[config.mk]
export PLATFORM = sky130hd
export DESIGN_NAME = mqtt_packet_deframer_core
export DESIGN_NICKNAME = d
export VERILOG_FILES = /design/src/design/mpd_pkg.sv /design/src/design/mqtt_packet_deframer_core.sv /design/src/design/mpd_parser.sv /design/src/design/mpd_res_queue.sv
export SDC_FILE = /design/constraint.sdc
export NUM_CORES = 1
export LEC_CHECK = 0
export ABC_CLOCK_PERIOD_IN_PS = 4910
export BUFFER_PORTS_ARGS = -buffer_cell sky130_fd_sc_hd__buf_4
export CORE_UTILIZATION = 55
export CTS_CLUSTER_DIAMETER = 120
export CTS_CLUSTER_SIZE = 25
export DETAILED_ROUTE_END_ITERATION = 16
export PLACE_DENSITY = 0.72
export SETUP_SLACK_MARGIN = 0.15
export SLEW_MARGIN = 20
export SYNTH_ARGS = -nofsm -noshare
export SYNTH_HDL_FRONTEND = slang
export SYNTH_SLANG_ARGS = --single-unit
[constraint.sdc]
create_clock -name clk -period 4.91 [get_ports clk]
set_input_delay 0.2455 -clock clk [delete_from_list [all_inputs] [get_ports clk]]
set_output_delay 0.2455 -clock clk [all_outputs]
set_load 0.005 [all_outputs]
[src/design/mpd_pkg.sv]
package mpd_pkg;

  // Field widths of one result transaction.
  localparam int unsigned CLASS_W  = 3;
  localparam int unsigned BYTE_W   = 8;
  localparam int unsigned NIB_W    = 4;
  localparam int unsigned LCNT_W   = 3;
  localparam int unsigned RLEN_W   = 28;
  localparam int unsigned TOTAL_W  = 29;
  localparam int unsigned TOPIC_W  = 16;
  localparam int unsigned SKIP_W   = 17;
  localparam int unsigned STATUS_W = 2;
  localparam int unsigned BUFSZ_W  = 16;

  // Packed result word on the master side, padded to whole bytes.
  localparam int unsigned OUT_DATA_W = 72;

  // Result queue between parser and output side.
  localparam int unsigned QDEPTH = 4;
  localparam int unsigned QPTR_W = 2;
  localparam int unsigned QCNT_W = 3;

  // Configuration register indexes.
  localparam int unsigned CFG_ADDR_W = 1;
  localparam logic [CFG_ADDR_W-1:0] CFG_BUFFER_SIZE = 1'd0;
  localparam logic [CFG_ADDR_W-1:0] CFG_STREAM_MODE = 1'd1;

  localparam logic [BUFSZ_W-1:0] BUFSZ_RESET = 16'd256;

  localparam logic [NIB_W-1:0] TYPE_PUBLISH = 4'd3;

  typedef enum logic [CLASS_W-1:0] {
    CLS_HEADER    = 3'd0,
    CLS_LENGTH    = 3'd1,
    CLS_TOPIC_LEN = 3'd2,
    CLS_SKIPPED   = 3'd3,
    CLS_PAYLOAD   = 3'd4
  } byte_class_t;

  typedef enum logic [STATUS_W-1:0] {
    ST_ACCEPTED  = 2'd0,
    ST_DROPPED   = 2'd1,
    ST_MALFORMED = 2'd2
  } status_t;

  // Configuration as seen by the parser.
  typedef struct packed {
    logic [BUFSZ_W-1:0] buffer_size;
    logic               stream_mode;
  } cfg_t;

  // One classified byte.
  typedef struct packed {
    byte_class_t          byte_class;
    logic [BYTE_W-1:0]    data_byte;
    logic [NIB_W-1:0]     packet_type;
    logic [NIB_W-1:0]     header_flags;
    logic [LCNT_W-1:0]    length_bytes;
    logic [RLEN_W-1:0]    remaining_length;
    logic [TOPIC_W-1:0]   topic_length;
    logic                 last;
    status_t              status;
  } res_t;

endpackage

[src/design/mqtt_packet_deframer_core.sv]
// Each byte is classified combinationally and its result registered in the queue.
// Throughput: one byte per cycle while the result queue is not full.
// A 4-entry result queue lets the input keep flowing while out_tready is low.
// Reset (rst_n low, synchronous) returns the parser to waiting for a fixed header,
// empties the queue and sets buffer_size to 256 and stream_mode to 0.
module mqtt_packet_deframer_core
  import mpd_pkg::*;
(
  input  logic                  clk,
  input  logic                  rst_n,
  // Configuration write port.
  input  logic                  cfg_wen,
  input  logic [CFG_ADDR_W-1:0] cfg_addr,
  input  logic [BUFSZ_W-1:0]    cfg_wdata,
  // Received bytes.
  input  logic                  in_tvalid,
  output logic                  in_tready,
  input  logic [BYTE_W-1:0]     in_tdata,   // [7:0] rx_byte
  // Classified bytes.
  output logic                  out_tvalid,
  input  logic                  out_tready,
  // [2:0] byte_class, [10:3] data_byte, [14:11] packet_type, [18:15] header_flags,
  // [21:19] length_bytes, [49:22] remaining_length, [65:50] topic_length,
  // [67:66] status, [71:68] zero
  output logic [OUT_DATA_W-1:0] out_tdata,
  output logic                  out_tlast
);

  cfg_t cfg_r;
  res_t parse_res;
  res_t q_res;
  logic push;
  logic pop;
  logic q_full;
  logic q_empty;

  // Configuration registers.
  always_ff @(posedge clk) begin
    if (!rst_n) begin
      cfg_r.buffer_size <= BUFSZ_RESET;
      cfg_r.stream_mode <= 1'b0;
    end else if (cfg_wen) begin
      unique case (cfg_addr)
        CFG_BUFFER_SIZE: cfg_r.buffer_size <= cfg_wdata;
        CFG_STREAM_MODE: cfg_r.stream_mode <= cfg_wdata[0];
        default:         cfg_r             <= cfg_r;
      endcase
    end
  end

  assign in_tready = !q_full;
  assign push      = in_tvalid && in_tready;
  assign pop       = out_tvalid && out_tready;

  mpd_parser u_parser (
    .clk     (clk),
    .rst_n   (rst_n),
    .push    (push),
    .rx_byte (in_tdata),
    .cfg     (cfg_r),
    .res     (parse_res)
  );

  mpd_res_queue u_queue (
    .clk       (clk),
    .rst_n     (rst_n),
    .push      (push),
    .push_data (parse_res),
    .full      (q_full),
    .empty     (q_empty),
    .pop       (pop),
    .pop_data  (q_res)
  );

  // Pack the head of the queue onto the master side.
  assign out_tvalid = !q_empty;
  assign out_tlast  = q_res.last;
  assign out_tdata  = {4'd0,
                       q_res.status,
                       q_res.topic_length,
                       q_res.remaining_length,
                       q_res.length_bytes,
                       q_res.header_flags,
                       q_res.packet_type,
                       q_res.data_byte,
                       q_res.byte_class};

endmodule

[src/design/mpd_parser.sv]
module mpd_parser
  import mpd_pkg::*;
(
  input  logic              clk,
  input  logic              rst_n,
  input  logic              push,
  input  logic [BYTE_W-1:0] rx_byte,
  input  cfg_t              cfg,
  output res_t              res
);

  typedef enum logic [1:0] {
    PH_HEADER = 2'd0,
    PH_LENGTH = 2'd1,
    PH_BODY   = 2'd2
  } phase_t;

  phase_t               phase_r, phase_nxt;
  logic [BYTE_W-1:0]    header_r, header_nxt;
  logic [RLEN_W-1:0]    accum_r, accum_nxt;
  logic [LCNT_W-1:0]    lcnt_r, lcnt_nxt;
  logic [RLEN_W-1:0]    body_r, body_nxt;
  logic [TOTAL_W-1:0]   total_r, total_nxt;
  logic [TOPIC_W-1:0]   topic_r, topic_nxt;
  logic [SKIP_W-1:0]    skip_r, skip_nxt;

  logic [RLEN_W-1:0]    addend;
  logic [SKIP_W:0]      skip_end;
  logic [TOTAL_W-1:0]   total_inc;
  logic                 size_drop;
  logic                 is_publish;
  byte_class_t          cls;
  logic                 last;
  status_t              st;

  // Place the 7 data bits of a length byte at its group position.
  always_comb begin
    unique case (lcnt_r[1:0])
      2'd0:    addend = {21'd0, rx_byte[6:0]};
      2'd1:    addend = {14'd0, rx_byte[6:0], 7'd0};
      2'd2:    addend = {7'd0, rx_byte[6:0], 14'd0};
      default: addend = {rx_byte[6:0], 21'd0};
    endcase
  end

  // The size check sees the count that includes the byte ending the packet.
  assign is_publish = (header_r[7:4] == TYPE_PUBLISH);
  assign skip_end   = {1'b0, skip_r} + 18'd2;
  assign total_inc  = total_r + 29'd1;
  assign size_drop  = !cfg.stream_mode && (total_inc > {13'd0, cfg.buffer_size});

  // Next parse state and classification of the incoming byte.
  always_comb begin
    phase_nxt  = phase_r;
    header_nxt = header_r;
    accum_nxt  = accum_r;
    lcnt_nxt   = lcnt_r;
    body_nxt   = body_r;
    total_nxt  = total_r;
    topic_nxt  = topic_r;
    skip_nxt   = skip_r;
    cls        = CLS_HEADER;
    last       = 1'b0;
    st         = ST_ACCEPTED;
    unique case (phase_r)
      PH_LENGTH: begin
        total_nxt = total_inc;
        accum_nxt = accum_r + addend;
        lcnt_nxt  = lcnt_r + 3'd1;
        cls       = CLS_LENGTH;
        if (rx_byte[7]) begin
          if (lcnt_nxt >= 3'd4) begin
            last      = 1'b1;
            st        = ST_MALFORMED;
            phase_nxt = PH_HEADER;
          end
        end else if (accum_nxt == '0) begin
          last      = 1'b1;
          st        = size_drop ? ST_DROPPED : ST_ACCEPTED;
          phase_nxt = PH_HEADER;
        end else begin
          phase_nxt = PH_BODY;
        end
      end
      PH_BODY: begin
        body_nxt  = body_r + 28'd1;
        total_nxt = total_inc;
        if (is_publish) begin
          if (body_r == 28'd0) begin
            topic_nxt = {rx_byte, 8'd0};
            cls       = CLS_TOPIC_LEN;
          end else if (body_r == 28'd1) begin
            topic_nxt = topic_r | {8'd0, rx_byte};
            skip_nxt  = {1'b0, topic_nxt} + ((header_r[2:1] != 2'b00) ? 17'd2 : 17'd0);
            cls       = CLS_TOPIC_LEN;
          end else if (body_r < {10'd0, skip_end}) begin
            cls = CLS_SKIPPED;
          end else begin
            cls = CLS_PAYLOAD;
          end
        end else begin
          cls = CLS_PAYLOAD;
        end
        if (body_nxt == accum_r) begin
          last      = 1'b1;
          st        = size_drop ? ST_DROPPED : ST_ACCEPTED;
          phase_nxt = PH_HEADER;
        end
      end
      default: begin
        header_nxt = rx_byte;
        accum_nxt  = '0;
        lcnt_nxt   = '0;
        body_nxt   = '0;
        total_nxt  = 29'd1;
        topic_nxt  = '0;
        skip_nxt   = '0;
        phase_nxt  = PH_LENGTH;
        cls        = CLS_HEADER;
      end
    endcase
  end

  // Result of the byte accepted in this cycle.
  always_comb begin
    res.byte_class       = cls;
    res.data_byte        = rx_byte;
    res.packet_type      = header_nxt[7:4];
    res.header_flags     = header_nxt[3:0];
    res.length_bytes     = lcnt_nxt;
    res.remaining_length = accum_nxt;
    res.topic_length     = topic_nxt;
    res.last             = last;
    res.status           = st;
  end

  // Parse state advances only on an accepted transaction.
  always_ff @(posedge clk) begin
    if (!rst_n) begin
      phase_r  <= PH_HEADER;
      header_r <= '0;
      accum_r  <= '0;
      lcnt_r   <= '0;
      body_r   <= '0;
      total_r  <= '0;
      topic_r  <= '0;
      skip_r   <= '0;
    end else if (push) begin
      phase_r  <= phase_nxt;
      header_r <= header_nxt;
      accum_r  <= accum_nxt;
      lcnt_r   <= lcnt_nxt;
      body_r   <= body_nxt;
      total_r  <= total_nxt;
      topic_r  <= topic_nxt;
      skip_r   <= skip_nxt;
    end
  end

  // A nonzero status appears only on the byte that ends a packet.
  a_status_on_last: assert property (@(posedge clk) disable iff (!rst_n)
    (push && res.status != ST_ACCEPTED) |-> res.last)
    else $error("nonzero status without packet end");

  // After a packet end the next byte is taken as a fixed header.
  a_last_to_header: assert property (@(posedge clk) disable iff (!rst_n)
    (push && res.last) |=> (phase_r == PH_HEADER))
    else $error("parser did not return to header phase");

  // No more than four length bytes are ever counted.
  a_lcnt_bound: assert property (@(posedge clk) disable iff (!rst_n)
    lcnt_r <= 3'd4)
    else $error("length byte count out of range");

  // A header byte always opens the length phase.
  a_header_to_length: assert property (@(posedge clk) disable iff (!rst_n)
    (push && phase_r == PH_HEADER) |=> (phase_r == PH_LENGTH && total_r == 29'd1))
    else $error("header byte did not start length phase");

endmodule

[src/design/mpd_res_queue.sv]
module mpd_res_queue
  import mpd_pkg::*;
(
  input  logic clk,
  input  logic rst_n,
  input  logic push,
  input  res_t push_data,
  output logic full,
  output logic empty,
  input  logic pop,
  output res_t pop_data
);

  res_t              mem_r [QDEPTH];
  logic [QPTR_W-1:0] wr_ptr_r, rd_ptr_r;
  logic [QCNT_W-1:0] count_r, count_nxt;

  assign full     = (count_r == QCNT_W'(QDEPTH));
  assign empty    = (count_r == '0);
  assign pop_data = mem_r[rd_ptr_r];

  always_comb begin
    count_nxt = count_r;
    if (push && !pop) begin
      count_nxt = count_r + QCNT_W'(1);
    end else if (!push && pop) begin
      count_nxt = count_r - QCNT_W'(1);
    end
  end

  // Storage for queued results.
  always_ff @(posedge clk) begin
    if (push) begin
      mem_r[wr_ptr_r] <= push_data;
    end
  end

  // Pointers and fill count.
  always_ff @(posedge clk) begin
    if (!rst_n) begin
      wr_ptr_r <= '0;
      rd_ptr_r <= '0;
      count_r  <= '0;
    end else begin
      if (push) begin
        wr_ptr_r <= wr_ptr_r + QPTR_W'(1);
      end
      if (pop) begin
        rd_ptr_r <= rd_ptr_r + QPTR_W'(1);
      end
      count_r <= count_nxt;
    end
  end

  a_no_overflow: assert property (@(posedge clk) disable iff (!rst_n)
    push |-> !full)
    else $error("push into full result queue");

  a_no_underflow: assert property (@(posedge clk) disable iff (!rst_n)
    pop |-> !empty)
    else $error("pop from empty result queue");

  // Fill count agrees with the pointer distance.
  a_count_ptrs: assert property (@(posedge clk) disable iff (!rst_n)
    (count_r[QPTR_W-1:0] == (wr_ptr_r - rd_ptr_r)) && (count_r <= QCNT_W'(QDEPTH)))
    else $error("queue count and pointers disagree");

endmodule

==> impl_metrics.env <==
export IMPL_status="complete, no violations"
export IMPL_slowest_delay_ns=0.47
export IMPL_min_period_ns=4.546
export IMPL_critPathMaxFanout=7
export IMPL_syn_cell_area_sq_um=22280
export IMPL_ios=105
export IMPL_grt_pass1_wl_microns=88980
export IMPL_ant_nets=0
export IMPL_dpl_hpwl_microns=39120
export IMPL_yosysTopAreaCell="edfxtp_1"
export IMPL_synth_commonest_cells="edfxtp_1, nand2_1, dfxtp_1, clkbuf_1, nor2_1"
export IMPL_timing_setup_tns_ns=0
export IMPL_clkSlewWorstSetupHoldPaths_ns=0.10
export IMPL_ys_seq_area_share_pct=51.30
export IMPL_cts_sinks=433
export IMPL_max_slew_margin_rel_pct=30.55
export IMPL_firstDrtPassIters=5
export IMPL_die_x_microns=203.3
export IMPL_setup_ws_ns=0.3645
export IMPL_path_cells="inv_1 > ha_1 > nor2b_1 > and2_1 > ha_1 > fa_1 > a211oi_2 > nor2_1 > xor2_1 > or3_1 > or4_1 > nor4_2 > and4b_1 > nand4_1 > a221oi_4"
export IMPL_antenna_cells=0
export IMPL_routed_wl_microns=56580
export IMPL_path_class="flip-flop to flip-flop"
export IMPL_final_max_slew_violation_count=0
export IMPL_r2r_start="u_parser.lcnt_r[0]"
export IMPL_synth_seq_cells=433
export IMPL_dr_total_vias=16093
export IMPL_fin_crit_sh_pct=92.58
export IMPL_hold_path_startpoint="in_tdata[7]"
export IMPL_syn_instance_count=1984
export IMPL_drtIter0Drc=1340
export IMPL_grt_total_usage_pct=27.55
export IMPL_irDropWorstVdd_v=0.0002415
export IMPL_worstMarginPinSlew_ns=1.034
export IMPL_drive_gt1_share_pct=13.28
export IMPL_io_buffers=100
export IMPL_ys_warn_count=0
export IMPL_end_kind="flip-flop"
export IMPL_min_path_cells=1
export IMPL_coreArea_sq_um=39820
export IMPL_synthDistinctLibCells=78
export IMPL_vias_per_cell=6.255
export IMPL_cts_tree="built"
export IMPL_rsz0062_at_grt="false"
export IMPL_multi_input_area_sq_um=10240
export IMPL_yosysTopAreaCellShare_pct=37.20
export IMPL_clk_latency_ns=0.56
export IMPL_rr_endpoint="u_queue.mem_r[0][0]"
export IMPL_synth_edf_count=276
export IMPL_cp_arrival_ns=4.91
export IMPL_synth_area_leaders="edfxtp_1, dfxtp_1, mux4_2"
export IMPL_nNetsFinal=2145
export IMPL_yosysMostFrequentCell="edfxtp_1"
export IMPL_drc=0
export IMPL_dieArea_sq_um=41320
export IMPL_cts_max_path_buffers=3
export IMPL_die_y_microns=203.3
export IMPL_p_leak_nw=8.463
export IMPL_seqCellArea_sq_um=11440
export IMPL_grt_pass1_vias=15608
export IMPL_fin_worst_skew_ns=0.01470
export IMPL_numCtsBuffers=21
export IMPL_worstHoldPathType="input pin to flip-flop"
export IMPL_htree_levels=1
export IMPL_grt_antenna_before_repair=0
export IMPL_synth_ff_type="edfxtp_1"
export IMPL_fmax_mhz=220.0
export IMPL_worstPathRequired_ns=5.28
export IMPL_crit_buf_inv=1
export IMPL_grt_max_degree=98
export IMPL_num_fill_cells=3272
export IMPL_startpoint_type="flip-flop"
export IMPL_rows=73
export IMPL_crit_top_cell="ha_1"
export IMPL_dp_slack_ns=0.2936
export IMPL_rrSetupSlack_ns=0.36
export IMPL_hold_viol_final=0
export IMPL_setup_violations=0
export IMPL_maxCapViolCount=0
export IMPL_worst_path_max_delay_cell="dfxtp_1"
export IMPL_reg2regPathDepth=15
export IMPL_cp_top_family="simple AND/OR/NAND/NOR gates"
export IMPL_initial_utilization_pct=55.95
export IMPL_whs_endpoint="u_queue.mem_r[0][65]"
export IMPL_syn_avg_cell_area_sq_um=11.23
export IMPL_syn2layout_area_growth_pct=8.805
export IMPL_overflow=0
export IMPL_gp_congestion=0.9090
export IMPL_powerDensity_nw_per_um2=347.2
export IMPL_synthArstFlopShare_pct=0
export IMPL_root_buffer="clkbuf_16"
export IMPL_wire_per_inst_microns=21.99
[power breakdown]
group,switching (mW),internal [mW]
combinational,1.04,1.02
sequential,0.200,4.20
clock,1.13,0.822
total,2.37,6.04
[routing by layer]
| metal | GRT usage, % | vias to the layer above | routed length [microns] |
|---|---|---|---|
| li1 | - | 7475 | - |
| met1 | 39.75 | 8018 | 25220 |
| met2 | 44.59 | 534 | 26500 |
| met3 | 3.516 | 66 | 3866 |
| met4 | 5.934 | 0 | 989 |
| met5 | 0 | - | 0 |
[registers in the layout, indices dropped and copies added (netlist names), named ones only]
signal / flops
u_parser.phase_r: 2
u_queue.mem_r: 276
u_parser.skip_r: 17
u_parser.total_r: 29
u_queue.rd_ptr_r: 2
u_parser.header_r: 8
u_queue.count_r: 3
u_queue.wr_ptr_r: 2
cfg_r: 17
u_parser.body_r: 28
u_parser.accum_r: 28
u_parser.lcnt_r: 3
u_parser.topic_r: 16
[logic make-up after synthesis]
logic type               share of synthesized area [%]
other                                          0.01683
flip-flops                                       51.30
XOR/XNOR                                         4.009
AND/OR/NAND/NOR                                  16.29
AO/OA/AOI/OAI                                    12.94
buffers and inverters                            3.004
adder cells (fa/ha/maj)                          4.616
multiplexers                                     7.817
[how the worst max path moves through the flow]
stage / from / cells after the start / to
after floorplan: u_parser.lcnt_r[0] / 15 / u_queue.mem_r[0][0]
after global placement: u_parser.lcnt_r[0] / 15 / u_queue.mem_r[0][0]
after detailed placement: u_parser.lcnt_r[0] / 15 / u_queue.mem_r[3][0]
after CTS: u_parser.lcnt_r[0] / 15 / u_queue.mem_r[0][0]
after global routing: u_parser.lcnt_r[0] / 15 / u_queue.mem_r[0][0]
final: u_parser.lcnt_r[0] / 15 / u_queue.mem_r[0][0]
[layout make-up]
cell class | count | share of cell area (%)
Multi-Input combinational cell | 1390 | 42.25
Inverter | 42 | 0.6503
Sequential cell | 433 | 47.18
Clock buffer | 34 | 2.369
Tap cell | 525 | 2.710
Timing Repair Buffer | 146 | 4.717
Clock inverter | 3 | 0.1187
[stage by stage]
stage	power (mW)	util [%]	area (sq um)	std cells	hold slack [ns]
3_5_place_dp	6.561	58.83	23430	2517	0.4601
4_1_cts	8.491	60.82	24220	2573	0.009801
2_1_floorplan	5.676	-	22290	1987	0.3444
6_report	8.416	60.88	24240	2573	0.03469
3_3_place_gp	6.510	58.83	23430	2517	0.4478
5_1_grt	8.782	60.88	24240	2573	0.02337
[placed cells by master (no fill, tap or decap), drive strengths merged, types with 10 or more instances in the layout]
master       netlist  layout
a211oi            12      12
nor2b             59      59
buf               30     127
a22oi             28      28
and3              28      28
nor4              26      26
mux4              69      69
o21a              30      30
ha                79      79
nand2            216     216
o31ai             10      10
or3               11      11
nand4             37      37
nand3             65      65
or2               10      10
nor3b             10      10
and2              53      53
xnor2             55      55
edfxtp           276     276
o21ai             74      74
xor2              47      47
nand2b            14      14
a21boi            80      80
dlygate4sd3        0      19
clkbuf            92      34
inv               41      44
a21oi             71      71
a22o              34      34
mux2              14      14
nor2              81      81
dfxtp            157     157
a21o              15      15
and4              16      16
nor3              52      52
[repair_timing]
action / 4_1_cts / 5_1_grt
setup buffers: 0 / 0
endpoints found under the setup margin: 0 / 4
endpoints found under the hold margin: 17 / 0
hold buffers: 19 / 0
resized for setup: 0 / 4
(Power assumes the default switching activity.)
